$ cat config.mk
export PLATFORM = sky130hd
export DESIGN_NAME = line_editor_buffer
export DESIGN_NICKNAME = d
export VERILOG_FILES = /design/src/leb_pkg.sv /design/src/leb_ram.sv /design/src/leb_alu.sv /design/src/leb_seq.sv /design/src/line_editor_buffer.sv
export SDC_FILE = /design/constraint.sdc
export NUM_CORES = 1
export LEC_CHECK = 0
export ABC_AREA = 1
export BUFFER_PORTS_ARGS = -buffer_cell sky130_fd_sc_hd__buf_2
export CORE_MARGIN = 3
export CORE_UTILIZATION = 51
export DETAILED_ROUTE_END_ITERATION = 16
export PLACE_DENSITY = 0.67
export SYNTH_ARGS = -nofsm -noshare
export SYNTH_HDL_FRONTEND = slang
export SYNTH_SLANG_ARGS = --single-unit
$ cat constraint.sdc
create_clock -name aclk -period 4.3 [get_ports aclk]
set_input_delay 0.43 -clock aclk [delete_from_list [all_inputs] [get_ports aclk]]
set_output_delay 0.43 -clock aclk [all_outputs]
set_load 0.01 [all_outputs]
$ cat src/leb_pkg.sv
`timescale 1ns / 1ps
// Shared types and key codes for the line editor buffer.
// No dependencies; imported by leb_seq and line_editor_buffer.
package leb_pkg;

    // Keystroke codes
    localparam logic [7:0] KEY_HOME     = 8'h01;
    localparam logic [7:0] KEY_LEFT     = 8'h02;
    localparam logic [7:0] KEY_EOF      = 8'h04;
    localparam logic [7:0] KEY_END      = 8'h05;
    localparam logic [7:0] KEY_RIGHT    = 8'h06;
    localparam logic [7:0] KEY_BS       = 8'h08;
    localparam logic [7:0] KEY_NL       = 8'h0A;
    localparam logic [7:0] KEY_KILL     = 8'h0B;
    localparam logic [7:0] KEY_DEL      = 8'h7F;
    localparam logic [7:0] KEY_PRINT_LO = 8'h20;
    localparam logic [7:0] KEY_PRINT_HI = 8'h7E;

    // Result kinds
    localparam logic [1:0] KIND_LINE = 2'd0;
    localparam logic [1:0] KIND_BELL = 2'd1;
    localparam logic [1:0] KIND_END  = 2'd2;

    // Register map (word index taken from paddr[2])
    localparam int unsigned RL_W                = 6;
    localparam logic        REG_RESERVED_LENGTH = 1'b0;

    typedef struct packed {
        logic [7:0] key;
        logic       end_of_input;
    } leb_in_t;

    typedef struct packed {
        logic [1:0] kind;
        logic [7:0] data_byte;
        logic       last;
    } leb_out_t;

endpackage

$ cat src/leb_ram.sv
`timescale 1ns / 1ps
// Generic simple dual-port RAM: one write port, one read port, registered read.
// No dependencies.
module leb_ram #(
    parameter int unsigned WIDTH = 8,
    parameter int unsigned DEPTH = 64
) (
    input  logic                     aclk,
    input  logic                     wr_en,
    input  logic [$clog2(DEPTH)-1:0] wr_addr,
    input  logic [WIDTH-1:0]         wr_data,
    input  logic [$clog2(DEPTH)-1:0] rd_addr,
    output logic [WIDTH-1:0]         rd_data
);

    logic [WIDTH-1:0] mem [DEPTH];
    logic [WIDTH-1:0] rd_data_reg;

    always_ff @(posedge aclk) begin
        if (wr_en) begin
            mem[wr_addr] <= wr_data;
        end
        rd_data_reg <= mem[rd_addr];
    end

    assign rd_data = rd_data_reg;

endmodule

$ cat src/leb_alu.sv
`timescale 1ns / 1ps
// Shared index unit: one adder and one equality compare on the sum.
// No dependencies; used by leb_seq for every walk over the text store.
module leb_alu #(
    parameter int unsigned W = 7
) (
    input  logic [W-1:0] op_a,
    input  logic [W-1:0] op_b,
    input  logic [W-1:0] cmp_val,
    output logic [W-1:0] sum,
    output logic         sum_eq
);

    assign sum    = op_a + op_b;
    assign sum_eq = (sum == cmp_val);

endmodule

$ cat src/leb_seq.sv
`timescale 1ns / 1ps
// Edit sequencer: decodes keys, walks the text store through the shared index unit,
// and drives the registered result stage. Depends on leb_pkg, leb_ram and leb_alu.
module leb_seq #(
    parameter int unsigned LINE_LENGTH = 64
) (
    input  logic                                 aclk,
    input  logic                                 aresetn,
    input  logic                                 s_valid,
    output logic                                 s_ready,
    input  leb_pkg::leb_in_t                     s_data,
    output logic                                 m_valid,
    input  logic                                 m_ready,
    output leb_pkg::leb_out_t                    m_data,
    input  logic                                 cfg_clear,
    input  logic [$clog2(LINE_LENGTH+1)-1:0]     cap
);
    import leb_pkg::*;

    localparam int unsigned CW = $clog2(LINE_LENGTH + 1);
    localparam int unsigned AW = $clog2(LINE_LENGTH);

    typedef enum logic [3:0] {
        S_IDLE, S_SR_RD, S_SR_WR, S_INS, S_EM_RD, S_EM_WR, S_TAIL, S_SL_RD, S_SL_WR
    } state_t;

    typedef enum logic [1:0] {OP_EOF, OP_NL, OP_CHUNK, OP_BELL} op_t;

    state_t           state_reg, state_next;
    op_t              op_reg, op_next;
    logic [CW-1:0]    len_reg, len_next;
    logic [CW-1:0]    cur_reg, cur_next;
    logic [CW-1:0]    idx_reg, idx_next;
    logic [CW-1:0]    cnt_reg, cnt_next;
    logic [CW-1:0]    dist_reg, dist_next;
    logic [7:0]       key_reg, key_next;
    logic             m_valid_reg, m_valid_next;
    leb_out_t         m_data_reg, m_data_next;

    logic             out_load, out_free;
    logic [CW-1:0]    unit_b, unit_cmp, unit_sum;
    logic             unit_eq;
    logic             ram_we;
    logic [AW-1:0]    ram_waddr, ram_raddr;
    logic [7:0]       ram_wdata, ram_rdata;
    logic [CW-1:0]    len_inc, chunk_rest;
    logic [7:0]       k;

    leb_alu #(.W(CW)) u_alu (
        .op_a    (idx_reg),
        .op_b    (unit_b),
        .cmp_val (unit_cmp),
        .sum     (unit_sum),
        .sum_eq  (unit_eq)
    );

    leb_ram #(.WIDTH(8), .DEPTH(LINE_LENGTH)) u_ram (
        .aclk    (aclk),
        .wr_en   (ram_we),
        .wr_addr (ram_waddr),
        .wr_data (ram_wdata),
        .rd_addr (ram_raddr),
        .rd_data (ram_rdata)
    );

    // Shared unit operands: step down for the right shift, reach ahead by dist on reads
    // of the left shift, step up otherwise.
    always_comb begin
        unit_b   = CW'(1);
        unit_cmp = cnt_reg;
        unique case (state_reg)
            S_SR_RD, S_SR_WR: begin
                unit_b   = '1;
                unit_cmp = cur_reg;
            end
            S_SL_RD: begin
                unit_b = dist_reg;
            end
            default: begin
                unit_b   = CW'(1);
                unit_cmp = cnt_reg;
            end
        endcase
    end

    assign ram_raddr  = (state_reg == S_SR_RD || state_reg == S_SL_RD) ?
                        unit_sum[AW-1:0] : idx_reg[AW-1:0];
    assign out_free   = !m_valid_reg || m_ready;
    assign len_inc    = len_reg + CW'(1);
    assign chunk_rest = len_reg - cnt_reg;
    assign k          = s_data.key;
    assign s_ready    = (state_reg == S_IDLE);

    always_comb begin
        state_next  = state_reg;
        op_next     = op_reg;
        len_next    = len_reg;
        cur_next    = cur_reg;
        idx_next    = idx_reg;
        cnt_next    = cnt_reg;
        dist_next   = dist_reg;
        key_next    = key_reg;
        m_data_next = m_data_reg;
        out_load    = 1'b0;
        ram_we      = 1'b0;
        ram_waddr   = idx_reg[AW-1:0];
        ram_wdata   = ram_rdata;

        unique case (state_reg)
            S_IDLE: begin
                if (s_valid) begin
                    priority if (s_data.end_of_input || (k == KEY_EOF && cur_reg == len_reg)) begin
                        op_next    = OP_EOF;
                        idx_next   = '0;
                        cnt_next   = len_reg;
                        state_next = (len_reg == '0) ? S_TAIL : S_EM_RD;
                    end else if (k >= KEY_PRINT_LO && k <= KEY_PRINT_HI) begin
                        key_next   = k;
                        idx_next   = len_reg;
                        state_next = (len_reg != cur_reg) ? S_SR_RD : S_INS;
                    end else if (k == KEY_LEFT && cur_reg != '0) begin
                        cur_next = cur_reg - CW'(1);
                    end else if (k == KEY_RIGHT && cur_reg != len_reg) begin
                        cur_next = cur_reg + CW'(1);
                    end else if (k == KEY_KILL) begin
                        len_next = cur_reg;
                    end else if (k == KEY_EOF) begin
                        // delete at cursor: pull the tail down by one
                        len_next   = len_reg - CW'(1);
                        idx_next   = cur_reg;
                        dist_next  = CW'(1);
                        cnt_next   = len_reg - CW'(1);
                        state_next = (cur_reg == len_reg - CW'(1)) ? S_IDLE : S_SL_RD;
                    end else if ((k == KEY_BS || k == KEY_DEL) && cur_reg != '0) begin
                        len_next   = len_reg - CW'(1);
                        cur_next   = cur_reg - CW'(1);
                        idx_next   = cur_reg - CW'(1);
                        dist_next  = CW'(1);
                        cnt_next   = len_reg - CW'(1);
                        state_next = (cur_reg == len_reg) ? S_IDLE : S_SL_RD;
                    end else if (k == KEY_NL) begin
                        op_next    = OP_NL;
                        idx_next   = '0;
                        cnt_next   = len_reg;
                        state_next = (len_reg == '0) ? S_TAIL : S_EM_RD;
                    end else if (k == KEY_HOME) begin
                        cur_next = '0;
                    end else if (k == KEY_END) begin
                        cur_next = len_reg;
                    end else begin
                        op_next    = OP_BELL;
                        state_next = S_TAIL;
                    end
                end
            end
            S_SR_RD: begin
                state_next = S_SR_WR;
            end
            S_SR_WR: begin
                ram_we     = 1'b1;
                idx_next   = unit_sum;
                state_next = unit_eq ? S_INS : S_SR_RD;
            end
            S_INS: begin
                ram_we    = 1'b1;
                ram_waddr = cur_reg[AW-1:0];
                ram_wdata = key_reg;
                len_next  = len_inc;
                cur_next  = cur_reg + CW'(1);
                if (len_inc == cap) begin
                    // line full: send everything before the cursor
                    op_next    = OP_CHUNK;
                    idx_next   = '0;
                    cnt_next   = cur_reg + CW'(1);
                    state_next = S_EM_RD;
                end else begin
                    state_next = S_IDLE;
                end
            end
            S_EM_RD: begin
                state_next = S_EM_WR;
            end
            S_EM_WR: begin
                if (out_free) begin
                    out_load    = 1'b1;
                    m_data_next = '{kind: KIND_LINE, data_byte: ram_rdata,
                                    last: (op_reg == OP_CHUNK) && unit_eq};
                    idx_next    = unit_sum;
                    if (!unit_eq) begin
                        state_next = S_EM_RD;
                    end else if (op_reg == OP_CHUNK) begin
                        // shift the rest of the line down over the sent chunk
                        len_next   = chunk_rest;
                        cur_next   = '0;
                        idx_next   = '0;
                        dist_next  = cnt_reg;
                        cnt_next   = chunk_rest;
                        state_next = (chunk_rest == '0) ? S_IDLE : S_SL_RD;
                    end else begin
                        state_next = S_TAIL;
                    end
                end
            end
            S_TAIL: begin
                if (out_free) begin
                    out_load = 1'b1;
                    unique case (op_reg)
                        OP_EOF:  m_data_next = '{kind: KIND_END, data_byte: 8'h00, last: 1'b1};
                        OP_NL:   m_data_next = '{kind: KIND_LINE, data_byte: KEY_NL, last: 1'b1};
                        OP_CHUNK, OP_BELL:
                                 m_data_next = '{kind: KIND_BELL, data_byte: 8'h00, last: 1'b1};
                        default: m_data_next = '{kind: KIND_BELL, data_byte: 8'h00, last: 1'b1};
                    endcase
                    if (op_reg == OP_EOF || op_reg == OP_NL) begin
                        len_next = '0;
                        cur_next = '0;
                    end
                    state_next = S_IDLE;
                end
            end
            S_SL_RD: begin
                state_next = S_SL_WR;
            end
            S_SL_WR: begin
                ram_we     = 1'b1;
                idx_next   = unit_sum;
                state_next = unit_eq ? S_IDLE : S_SL_RD;
            end
            default: begin
                state_next = S_IDLE;
            end
        endcase

        // register write drops the line
        if (cfg_clear) begin
            len_next = '0;
            cur_next = '0;
        end
    end

    assign m_valid_next = out_load ? 1'b1 : (m_ready ? 1'b0 : m_valid_reg);

    always_ff @(posedge aclk) begin
        if (!aresetn) begin
            state_reg   <= S_IDLE;
            len_reg     <= '0;
            cur_reg     <= '0;
            m_valid_reg <= 1'b0;
        end else begin
            state_reg   <= state_next;
            len_reg     <= len_next;
            cur_reg     <= cur_next;
            m_valid_reg <= m_valid_next;
            op_reg      <= op_next;
            idx_reg     <= idx_next;
            cnt_reg     <= cnt_next;
            dist_reg    <= dist_next;
            key_reg     <= key_next;
            m_data_reg  <= m_data_next;
        end
    end

    assign m_valid = m_valid_reg;
    assign m_data  = m_data_reg;

`ifndef SYNTHESIS
    a_cursor_in_line: assert property (@(posedge aclk) disable iff (!aresetn)
        cur_reg <= len_reg)
        else $error("cursor beyond end of line");

    a_room_when_idle: assert property (@(posedge aclk) disable iff (!aresetn)
        (state_reg == S_IDLE) |-> (len_reg < cap))
        else $error("line not below capacity while idle");

    a_emit_in_range: assert property (@(posedge aclk) disable iff (!aresetn)
        (state_reg == S_EM_WR) |-> (idx_reg < cnt_reg))
        else $error("emit index past count");
`endif

endmodule

$ cat src/line_editor_buffer.sv
`timescale 1ns / 1ps
// An insert moves the n-c bytes behind the cursor up by one (n text length, c cursor),
// with one read and one write per moved byte on the store's ports. Sending a line or
// chunk reads each byte and waits while the sink holds off; a delete or the shift after
// a chunk does one read and one write per moved byte.
// Reset is synchronous and active low: it clears length, cursor and reserved_length;
// the store contents stay undefined until written.
module line_editor_buffer #(
    parameter int unsigned LINE_LENGTH = 64
) (
    input  logic              aclk,
    input  logic              aresetn,
    input  logic              s_valid,
    output logic              s_ready,
    input  leb_pkg::leb_in_t  s_data,
    output logic              m_valid,
    input  logic              m_ready,
    output leb_pkg::leb_out_t m_data,
    input  logic              psel,
    input  logic              penable,
    input  logic              pwrite,
    input  logic [2:0]        paddr,
    input  logic [31:0]       pwdata,
    output logic [31:0]       prdata,
    output logic              pready
);
    import leb_pkg::*;

    localparam int unsigned CW        = $clog2(LINE_LENGTH + 1);
    localparam logic [6:0]  LINE_LEN7 = 7'(LINE_LENGTH);

    logic [RL_W-1:0] rl_reg, rl_next;
    logic            cfg_wr;
    logic [6:0]      pl7, cap7;
    logic [CW-1:0]   cap;

    assign pready = 1'b1;
    assign cfg_wr = psel && penable && pwrite && (paddr[2] == REG_RESERVED_LENGTH);
    assign rl_next = cfg_wr ? pwdata[RL_W-1:0] : rl_reg;

    always_ff @(posedge aclk) begin
        if (!aresetn) begin
            rl_reg <= '0;
        end else begin
            rl_reg <= rl_next;
        end
    end

    assign prdata = (paddr[2] == REG_RESERVED_LENGTH) ? {{(32-RL_W){1'b0}}, rl_reg} : 32'h0;

    // a prompt as long as the line or longer counts as none
    assign pl7  = ({1'b0, rl_reg} >= LINE_LEN7) ? 7'd0 : {1'b0, rl_reg};
    assign cap7 = LINE_LEN7 - pl7;
    assign cap  = cap7[CW-1:0];

    leb_seq #(.LINE_LENGTH(LINE_LENGTH)) u_seq (
        .aclk      (aclk),
        .aresetn   (aresetn),
        .s_valid   (s_valid),
        .s_ready   (s_ready),
        .s_data    (s_data),
        .m_valid   (m_valid),
        .m_ready   (m_ready),
        .m_data    (m_data),
        .cfg_clear (cfg_wr),
        .cap       (cap)
    );

endmodule
# Yosys cells after proc, flatten, opt, wreduce, memory -nomap -nowiden
# Memories as Yosys holds them, arrays and structs flattened. A register that Yosys moved wholly into a read port is not among the register bits.
# Index checks and enable logic that the tools add are counted.
dict set report totals {
  elab_cells 247
  inputBits 51
  out_inout_bits 46
  regBits 67
  memories 1
  ram_bits 512
}
# memory words word_bits rd rd_clocked_by_memory_dff write_ports line
set memory_table {}
lappend memory_table {u_seq.u_ram.mem 64 8 1 1 1 leb_ram.sv:16} ;# logic [WIDTH-1:0] mem [DEPTH];
dict set report classes {
  n_bitwise 3
  n_eq_ne 59
  order_cmp 2
  n_addsub 7
  mux 120
  reduce_logical 42
}
# cell n
set op_table {}
lappend op_table {{$mux W7} 62}
lappend op_table {{$pmux W7 S4} 3}
lappend op_table {{$mux W4} 15}
lappend op_table {{$reduce_and A12 Y1} 4}
lappend op_table {{$pmux W4 S9} 1}
lappend op_table {{$pmux W11 S3} 1}
lappend op_table {{$mux W2} 15}
lappend op_table {{$eq A7 B7 Y1} 4}
lappend op_table {{$pmux W7 S2} 2}
lappend op_table {{$eq A8 B3 Y1 const B} 3}
lappend op_table {{$eq A8 B4 Y1 const B} 3}
lappend op_table {{$ne A4 B2 Y1 const B} 6}
lappend op_table {{$mux W11} 2}
lappend op_table {{$pmux W11 S2} 1}
lappend op_table {{$pmux W7 S3} 1}
lappend op_table {{$mux W6} 3}
lappend op_table {{$eq A4 B3 Y1 const B} 4}
lappend op_table {{$mux W3} 5}
lappend op_table {{$ne A3 B2 Y1 const B} 5}
lappend op_table {{$add A7 B1 Y7 const B} 2}
lappend op_table {{$logic_not A7 Y1} 2}
lappend op_table {{$ne A7 B2 Y1 const B} 2}
lappend op_table {{$ne A7 B7 Y1} 2}
lappend op_table {{$sub A7 B1 Y7 const B} 2}
lappend op_table {{42 further kinds} 83}

# Logic depth before layout (Yosys ltp)
# Gate-level depths: netlist of run 1.
dict set report depth {
  word_depth 13
  ltp_mapped 24
  ltp_nobuf 24
}

# Modules after synthesis
# Synthesis of run 1 repeated with hierarchy kept, for this count alone.
dict set report hier_totals {
  cells_unflattened 2788
  hier_area_um2 27528.9
}
# mod instances area_per_inst_um2 cells_per_inst seq_area_each_um2
set by_module_without_submodules {}
lappend by_module_without_submodules {leb_ram 1 21291.7 1822 15534.9}
lappend by_module_without_submodules {leb_seq 1 5142.4 789 1641.6}
lappend by_module_without_submodules {line_editor_buffer 1 653.1 98 120.1}
lappend by_module_without_submodules {leb_alu 1 441.7 79 0.0}

# Worst setup path after synthesis of run 1
# Ideal clock, no wire load.
dict set report synth_path {
  kind {reg-to-reg}
  from {register u_seq.state_reg[3]}
  to {memory u_seq.u_ram.mem[0][1] (data pin)}
  arrival_ns 3.552
  t_required_ns 3.598
  synth_period_minus_slack_ns 4.254
  setup_time_ns 0.702
  path_buffers 1
  path_slack_ns 0.046
  path_stages_with_launch 6
  path_cell_list {dfxtp_1 nor2_4 nand2_1 clkinv_1 clkbuf_1 o21ai_0}
}
dict set report synth_via {
  elab_chain_cells 2
}
# element line
set synth_rtl {}
lappend synth_rtl {{start: declaration} leb_seq.sv:29} ;# state_t state_reg, state_next;
lappend synth_rtl {{start signal: assignment} leb_seq.sv:250} ;# state_reg <= state_next;
lappend synth_rtl {{$eq A4 B2 Y1} leb_seq.sv:109} ;# unique case (state_reg)
lappend synth_rtl {{$mux W8} leb_seq.sv:109}
lappend synth_rtl {{net u_seq.ram_wdata[1]} leb_seq.sv:45} ;# logic [7:0] ram_wdata, ram_rdata;
lappend synth_rtl {{end: declaration} leb_ram.sv:16}
# The timed path passes the listed nets, and every way through them passes these cells.

# Final worst setup path of run 1
dict set report layout_path {
  from {register u_seq.state_reg[2]}
  to {register u_seq.u_ram.rd_data_reg[4] (netlist: u_seq.u_ram.rd_data[4]) (read register of u_seq.u_ram.mem)}
}
dict set report layout_via {
  elab_chain_cells 5
  elab_cells_between_ends 8
  cone_classes {add/sub: 1; eq/ne: 3; mux: 2; reduce/logical: 2}
}
# element line
set layout_rtl {}
lappend layout_rtl {{$eq A4 B2 Y1 or $eq A4 B1 Y1 (tied branches)} {leb_seq.sv:71, leb_seq.sv:86}}
lappend layout_rtl {{$reduce_or A2 Y1} leb_seq.sv:71} ;# unique case (state_reg)
lappend layout_rtl {{$pmux W7 S2} leb_seq.sv:71}
lappend layout_rtl {{$add A7 B7 Y7} leb_alu.sv:14} ;# assign sum = op_a + op_b;
lappend layout_rtl {{$mux W6 *} leb_seq.sv:86} ;# assign ram_raddr = (state_reg == S_SR_RD || state_reg == S_SL_RD) ?
lappend layout_rtl {{end: declaration} leb_ram.sv:17} ;# logic [WIDTH-1:0] rd_data_reg;
# Mark *: on every way between the ends. The rest lies on a longest branch, timed or not.
# A chain may end at the register's enable or synchronous reset.

==> results of run 1 <==
-- metal layers --
metal | up-vias | track usage | share of wire
met2 | 784 | 0.425 | 0.49
li1 | 8944 | - | -
met1 | 9274 | 0.348 | 0.41
met3 | 150 | 0.0363 | 0.068
met5 | - | 0 | 0
met4 | 0 | 0.0896 | 0.036
-- report_power, final --
group / switching (mW) / leakage [nW] / internal, mW
registers: 0.289 / 5.26 / 7.37
clock network: 2.20 / 0.952 / 3.05
logic: 6.39 / 4.57 / 2.74
total: 8.88 / 10.8 / 13.2
-- cells by family after synthesis --
family | count (synthesis)
AND/OR/NAND/NOR | 911
AO/OA/AOI/OAI | 618
flip-flops | 587
buffers and inverters | 304
XOR/XNOR | 27
adder cells (fa/ha/maj) | 21
other | 2
-- worst max-delay path by stage --
stage	from	to	slack, ns	cells past startpoint
after CTS	u_seq.state_reg[2]$_SDFFE_PN0P_	u_seq.u_ram.rd_data[5]$_DFF_P_	0.40	16
after global routing	u_seq.state_reg[0]$_SDFFE_PN0P_	u_seq.u_ram.rd_data[4]$_DFF_P_	0.18	16
final	u_seq.state_reg[2]$_SDFFE_PN0P_	u_seq.u_ram.rd_data[4]$_DFF_P_	0.43	16
after global placement	u_seq.state_reg[2]$_SDFFE_PN0P_	u_seq.u_ram.rd_data[5]$_DFF_P_	0.55	16
after detailed placement	u_seq.state_reg[2]$_SDFFE_PN0P_	u_seq.u_ram.rd_data[4]$_DFF_P_	0.43	16
after floorplan	u_seq.state_reg[3]$_SDFFE_PN0P_	u_seq.u_ram.mem[0][1]$_DFFE_PP_	0.05	5
-- Yosys cell counts (2+ instances only) --
cell type | instances | area, µm²
nand3b_1 | 6 | 45.0
xnor2_1 | 6 | 52.6
or2_2 | 9 | 56.3
clkbuf_2 | 3 | 15.0
nand4_1 | 23 | 144
clkbuf_1 | 45 | 169
o21ai_0 | 200 | 1000
nor2_1 | 232 | 871
nand2_4 | 4 | 45.0
o21ai_1 | 128 | 641
nand2_1 | 290 | 1090
o221ai_1 | 35 | 307
xor2_1 | 21 | 184
clkinv_1 | 4 | 15.0
nor3_1 | 21 | 105
o211ai_1 | 19 | 143
nor2_4 | 5 | 56.3
inv_1 | 129 | 484
nand2_2 | 9 | 56.3
fa_1 | 2 | 40.0
nand3_1 | 293 | 1470
nor3_2 | 2 | 20.0
ha_1 | 19 | 238
nor4_1 | 4 | 25.0
conb_1 | 2 | 7.51
inv_2 | 11 | 41.3
a21oi_1 | 45 | 225
o21ai_2 | 6 | 52.6
dfxtp_1 | 33 | 661
o21bai_1 | 172 | 1290
nor3b_1 | 2 | 15.0
buf_6 | 15 | 169
o22ai_1 | 7 | 43.8
edfxtp_1 | 554 | 16600
buf_4 | 37 | 278
and2_1 | 2 | 12.5
buf_2 | 58 | 290
nor2_2 | 5 | 31.3
o31ai_1 | 3 | 22.5
-- area by class of cell --
cell class	instances	area (µm²)	area share
Clock buffer	74	1550	0.0517
Clock inverter	36	420	0.0140
Inverter	145	552	0.0184
Multi-Input combinational cell	1604	8570	0.285
Sequential cell	587	17300	0.576
Tap cell	680	851	0.0283
Timing Repair Buffer	104	781	0.0260
-- metrics by stage --
| step | power [mW] | hold WS, ns |
|---|---|---|
| after floorplan | 14.0 | 0.470 |
| after global placement | 16.7 | 0.502 |
| after detailed placement | 16.8 | 0.508 |
| after CTS | 22.1 | 0.0128 |
| after global routing | 23.3 | 0.0198 |
| final | 22.0 | 0.0411 |
-- repair_timing --
action / CTS / global route
endpoints found under the hold margin: 6 / 0
resized for setup: 0 / 0
hold buffers: 6 / 0
-- cell usage in the layout (no fill, tap or decap), types with 33 or more instances in the layout --
master	n
dfxtp_1	33
o21ai_1	127
o21bai_1	172
nand2_1	290
buf_4	50
inv_1	128
a21oi_1	45
buf_2	41
edfxtp_1	554
nor2_1	232
nand3_1	293
clkbuf_16	59
o221ai_1	35
o21ai_0	192
==> results.cfg, run 1 <==
[cts]
path_clk_slew_ns = 0.07
clk_latency_ns = 0.63
clock_path_buffers = 3
post_cts_buffers = 0
cts_made_buffers = 59
htree_levels = 2
numClockSinks = 587
cts_tree = done
cts_root_buf = clkbuf_16

[final_layout]
drive_above_1_share = 0.0984
largest_register_ffs = 512
num-fill-cells = 4269
antenna_cells = 0
syn2layout_area_growth_pct = 10.7
finalInstanceArea_um2 = 30000
final_util = 0.578
instances_no_fill = 3230
fin_nets = 2573

[sta]
rsz0062_at_grt = no
fin_skew_ns = 0.0339
max_slew_margin = 0.398
fin_tns_setup_ns = 0
period_needed_ns = 3.87
final-setup-viol-count = 0
period_share = 0.899
hold_viol_final = 0
fmax_mhz = 259
tightest_slew_ns = 0.900
drv_slew = 0
setup_ws_ns = 0.434

[grt]
grt_max_degree = 157
antenna_found_initial = 0
grt_pass1_vias = 18462
grt_usage = 0.256
overflow = 0
grt_first_pass_wirelength_um = 111000

[synth]
synthMuxAreaShare = 0
ys_seq_area_frac = 0.638
synth_adder_area_share = 0.0102
ys_ff_latch = 587
synth.avg_cell_area_um2 = 11.0
synthDistinctLibCells = 48
synth_compound_area_frac = 0.138
ys.flop_type = edfxtp_1
synth-edff-count = 554
synth.cell_area_um2 = 27100
yosys.area_share.simple = 0.150
synth_top_family_by_area = simple AND/OR/NAND/NOR gates
ys_async_sr_fraction = 0
synth-xor-area-share = 0.00872
synth_warnings = 0
synthCells = 2470

[worst_setup_path]
path_buf_inv = 2
rrSetupSlack_ns = 0.43
crit_type = reg -> reg
reg2reg_depth = 16
cp-start-kind = register
worst_r2r_endpoint = u_seq.u_ram.rd_data[4]$_DFF_P_
reg2reg_from = u_seq.state_reg[2]$_SDFFE_PN0P_
path_common_cell = nand3_1
crit_path_end_kind = register
critical_path_required_ns = 4.87
critical-path-top-delay-family = simple AND/OR/NAND/NOR gates
cp.arrival_ns = 4.43
max_stage_delay_ns = 0.61
path_cells = inv_2, nor2_4, nand2_2, or2_2, ha_1, fa_1, nand2_1, o21ai_4, buf_4, o21ai_1, o21bai_1, o211ai_1, nand3_1, nand3_1, nand3_1, nand2_1
slowest_stage = fa_1
path_max_fanout = 48

[detailed_routing]
drc = 0
routed_wl_um = 72500
drt_pass1_iterations = 6
viasPerCell = 5.93
vias = 19152
wire_per_inst_um = 22.5
ant_nets = 0
drtIter0Drc = 1763

[placement]
pre_cts_ws_ns = 0.433
place_inst = 3114
post-dp-hpwl_um = 46300
port_buffers = 41
gp_congestion = 0.949
place_area_um2 = 28000

[pwr]
p_leak_nw = 10.8
worst_ir_drop_vdd_mv = 0.440
power_density_nw_per_um2 = 734

[hold_path]
min_to = u_seq.key_reg[1]$_DFFE_PP_
hp-class = in -> reg
min-delay-start = s_data[2]
min_path_cells = 1

[floorplan]
boundaryPins = 97
start_util = 0.522
dieHeight_um = 237
die_w_um = 237
coreArea_um2 = 51900
die_area_um2 = 56000
rows = 83

[status]
outcome = complete, no violations

[run]
cap_violations = 0
Power figures use the tool's default switching activity.
==> run 2, diff against run 1 <==
- BUFFER_PORTS_ARGS: -buffer_cell sky130_fd_sc_hd__buf_2 -> -buffer_cell sky130_fd_sc_hd__buf_4
==> run 2 against run 1 <==
Global-route usage about the same. Combinational power hardly changed. Power decreased by 2.1%. Core utilization fell by 0.22 points. Die area stayed put. Register-to-register slack gained 0.03 ns. Sequential power barely moved. Sequential share of layout area rose by 0.22 points.
==> results.cfg, run 2 (same netlist as run 1, synthesis figures left out) <==
[status]
outcome = complete, no violations

[grt]
grt_usage = 0.256
antenna_found_initial = 0
grt_first_pass_wirelength_um = 111000
overflow = 0
grt_pass1_vias = 18485
grt_max_degree = 99

[cts]
cts-resized-gates = 0
cts_made_buffers = 59
numClockSinks = 587
htree_levels = 2
cts_root_buf = clkbuf_16
path_clk_slew_ns = 0.06
clk_latency_ns = 0.63
clock_path_buffers = 3
cts_tree = done

[sta]
fin_tns_setup_ns = 0
fin_skew_ns = 0.0216
period_share = 0.893
tightest_slew_ns = 1.02
fmax_mhz = 260
period_needed_ns = 3.84
final-setup-viol-count = 0
rsz0062_at_grt = no
drv_slew = 0
max_slew_margin = 0.316
hold_viol_final = 0

[detailed_routing]
viasPerCell = 6.00
drtIter0Drc = 2124
vias = 19296
ant_nets = 0
wire_per_inst_um = 22.6
routed_wl_um = 72800
drt_pass1_iterations = 5
drc = 0

[floorplan]
die_w_um = 237
rows = 83
start_util = 0.522
die_area_um2 = 56000
boundaryPins = 97
coreArea_um2 = 51900
dieHeight_um = 237

[final_layout]
finalInstanceArea_um2 = 29900
final_common_cell = edfxtp_1
syn2layout_area_growth_pct = 10.3
largest_register_ffs = 512
final_cell_mix = edfxtp_1 (554), nand3_1 (293), nand2_1 (290)
antenna_cells = 0
fin_nets = 2567
num-fill-cells = 4328
instances_no_fill = 3218
drive_above_1_share = 0.0934

[placement]
port_buffers = 41
place_area_um2 = 28000
gp_congestion = 0.928
post-dp-hpwl_um = 46400
place_inst = 3107

[worst_setup_path]
path_cells = nand2_1, inv_1, nand2_2, or2_2, ha_1, fa_1, nand2_1, o21ai_4, buf_4, o21ai_0, o21bai_1, nand3_1, nand3_1, nand3_1, nand3_1, nand2_1
critical_path_required_ns = 4.87
path_common_cell = nand3_1
critical-path-top-delay-family = simple AND/OR/NAND/NOR gates
path_max_fanout = 51
crit_path_end_kind = register
slowest_stage = fa_1
worst_r2r_endpoint = u_seq.u_ram.rd_data[0]$_DFF_P_
reg2reg_from = u_seq.state_reg[0]$_SDFFE_PN0P_
reg2reg_depth = 16
crit_type = reg -> reg
max_stage_delay_ns = 0.59
rrSetupSlack_ns = 0.46
cp-start-kind = register
cp.arrival_ns = 4.41
path_buf_inv = 2

[pwr]
worst_ir_drop_vdd_mv = 0.385
total_power_mw = 21.6
p_leak_nw = 10.7
power_density_nw_per_um2 = 722

[hold_path]
min-delay-start = s_data[4]
hp-class = in -> reg
min_path_cells = 1
min_to = u_seq.key_reg[3]$_DFFE_PP_

[run]
cap_violations = 0
[run 2: cell count changes in the layout (fill, tap and decap cells not counted), moves of 3 or more]
cell       previous run  this run
buf_2                41         0
bufinv_16             8         1
clkbuf_8              2         5
buf_4                50        84
[run 2: how the worst max path moves through the flow]
stage / startpoint / end / slack [ns] / depth (start not counted)
final: u_seq.state_reg[0]$_SDFFE_PN0P_ / u_seq.u_ram.rd_data[0]$_DFF_P_ / 0.46 / 16
after global routing: u_seq.state_reg[2]$_SDFFE_PN0P_ / u_seq.u_ram.rd_data[3]$_DFF_P_ / 0.19 / 16
after CTS: u_seq.state_reg[0]$_SDFFE_PN0P_ / u_seq.u_ram.rd_data[5]$_DFF_P_ / 0.48 / 16
after detailed placement: u_seq.state_reg[0]$_SDFFE_PN0P_ / u_seq.u_ram.rd_data[0]$_DFF_P_ / 0.52 / 16
after global placement: u_seq.state_reg[2]$_SDFFE_PN0P_ / u_seq.u_ram.rd_data[4]$_DFF_P_ / 0.53 / 16
after floorplan: u_seq.state_reg[3]$_SDFFE_PN0P_ / u_seq.u_ram.mem[0][1]$_DFFE_PP_ / 0.05 / 5
[run 2: per-stage QoR]
stage / util / worst slack (ns) / hold slack [ns]
2_1_floorplan: - / 0.0459 / 0.470
3_3_place_gp: 0.540 / 0.534 / 0.501
3_5_place_dp: 0.540 / 0.522 / 0.499
4_1_cts: 0.576 / 0.481 / 0.0111
5_1_grt: 0.576 / 0.185 / 0.0181
6_report: 0.576 / 0.460 / 0.0364
[run 2: report_power, final]
group | switching (mW) | internal [mW] | total [mW]
sequential | 0.312 | 7.37 | 7.69
combinational | 6.39 | 2.72 | 9.11
clock | 2.14 | 2.66 | 4.80
[run 2: final cells by class]
type                       count  area [µm²]  share of cell area
sequential                   587       17300               0.578
tap                          680         851              0.0284
timing repair buffer          98         841              0.0281
multi-input combinational   1604        8570               0.287
inverter                     145         552              0.0184
clock inverter                28         206             0.00690
clock buffer                  76        1590              0.0532
[run 2: routing by layer]
layer / track usage / vias up / share of wire
li1: - / 8925 / -
met4: 0.111 / 0 / 0.044
met3: 0.0268 / 175 / 0.059
met5: 0 / - / 0
met1: 0.352 / 9435 / 0.42
met2: 0.418 / 761 / 0.48
[run 2: repair_timing]
action / 4_1_cts / 5_1_grt
hold buffers: 7 / 0
setup buffers: 0 / 0
endpoints found under the hold margin: 7 / 0
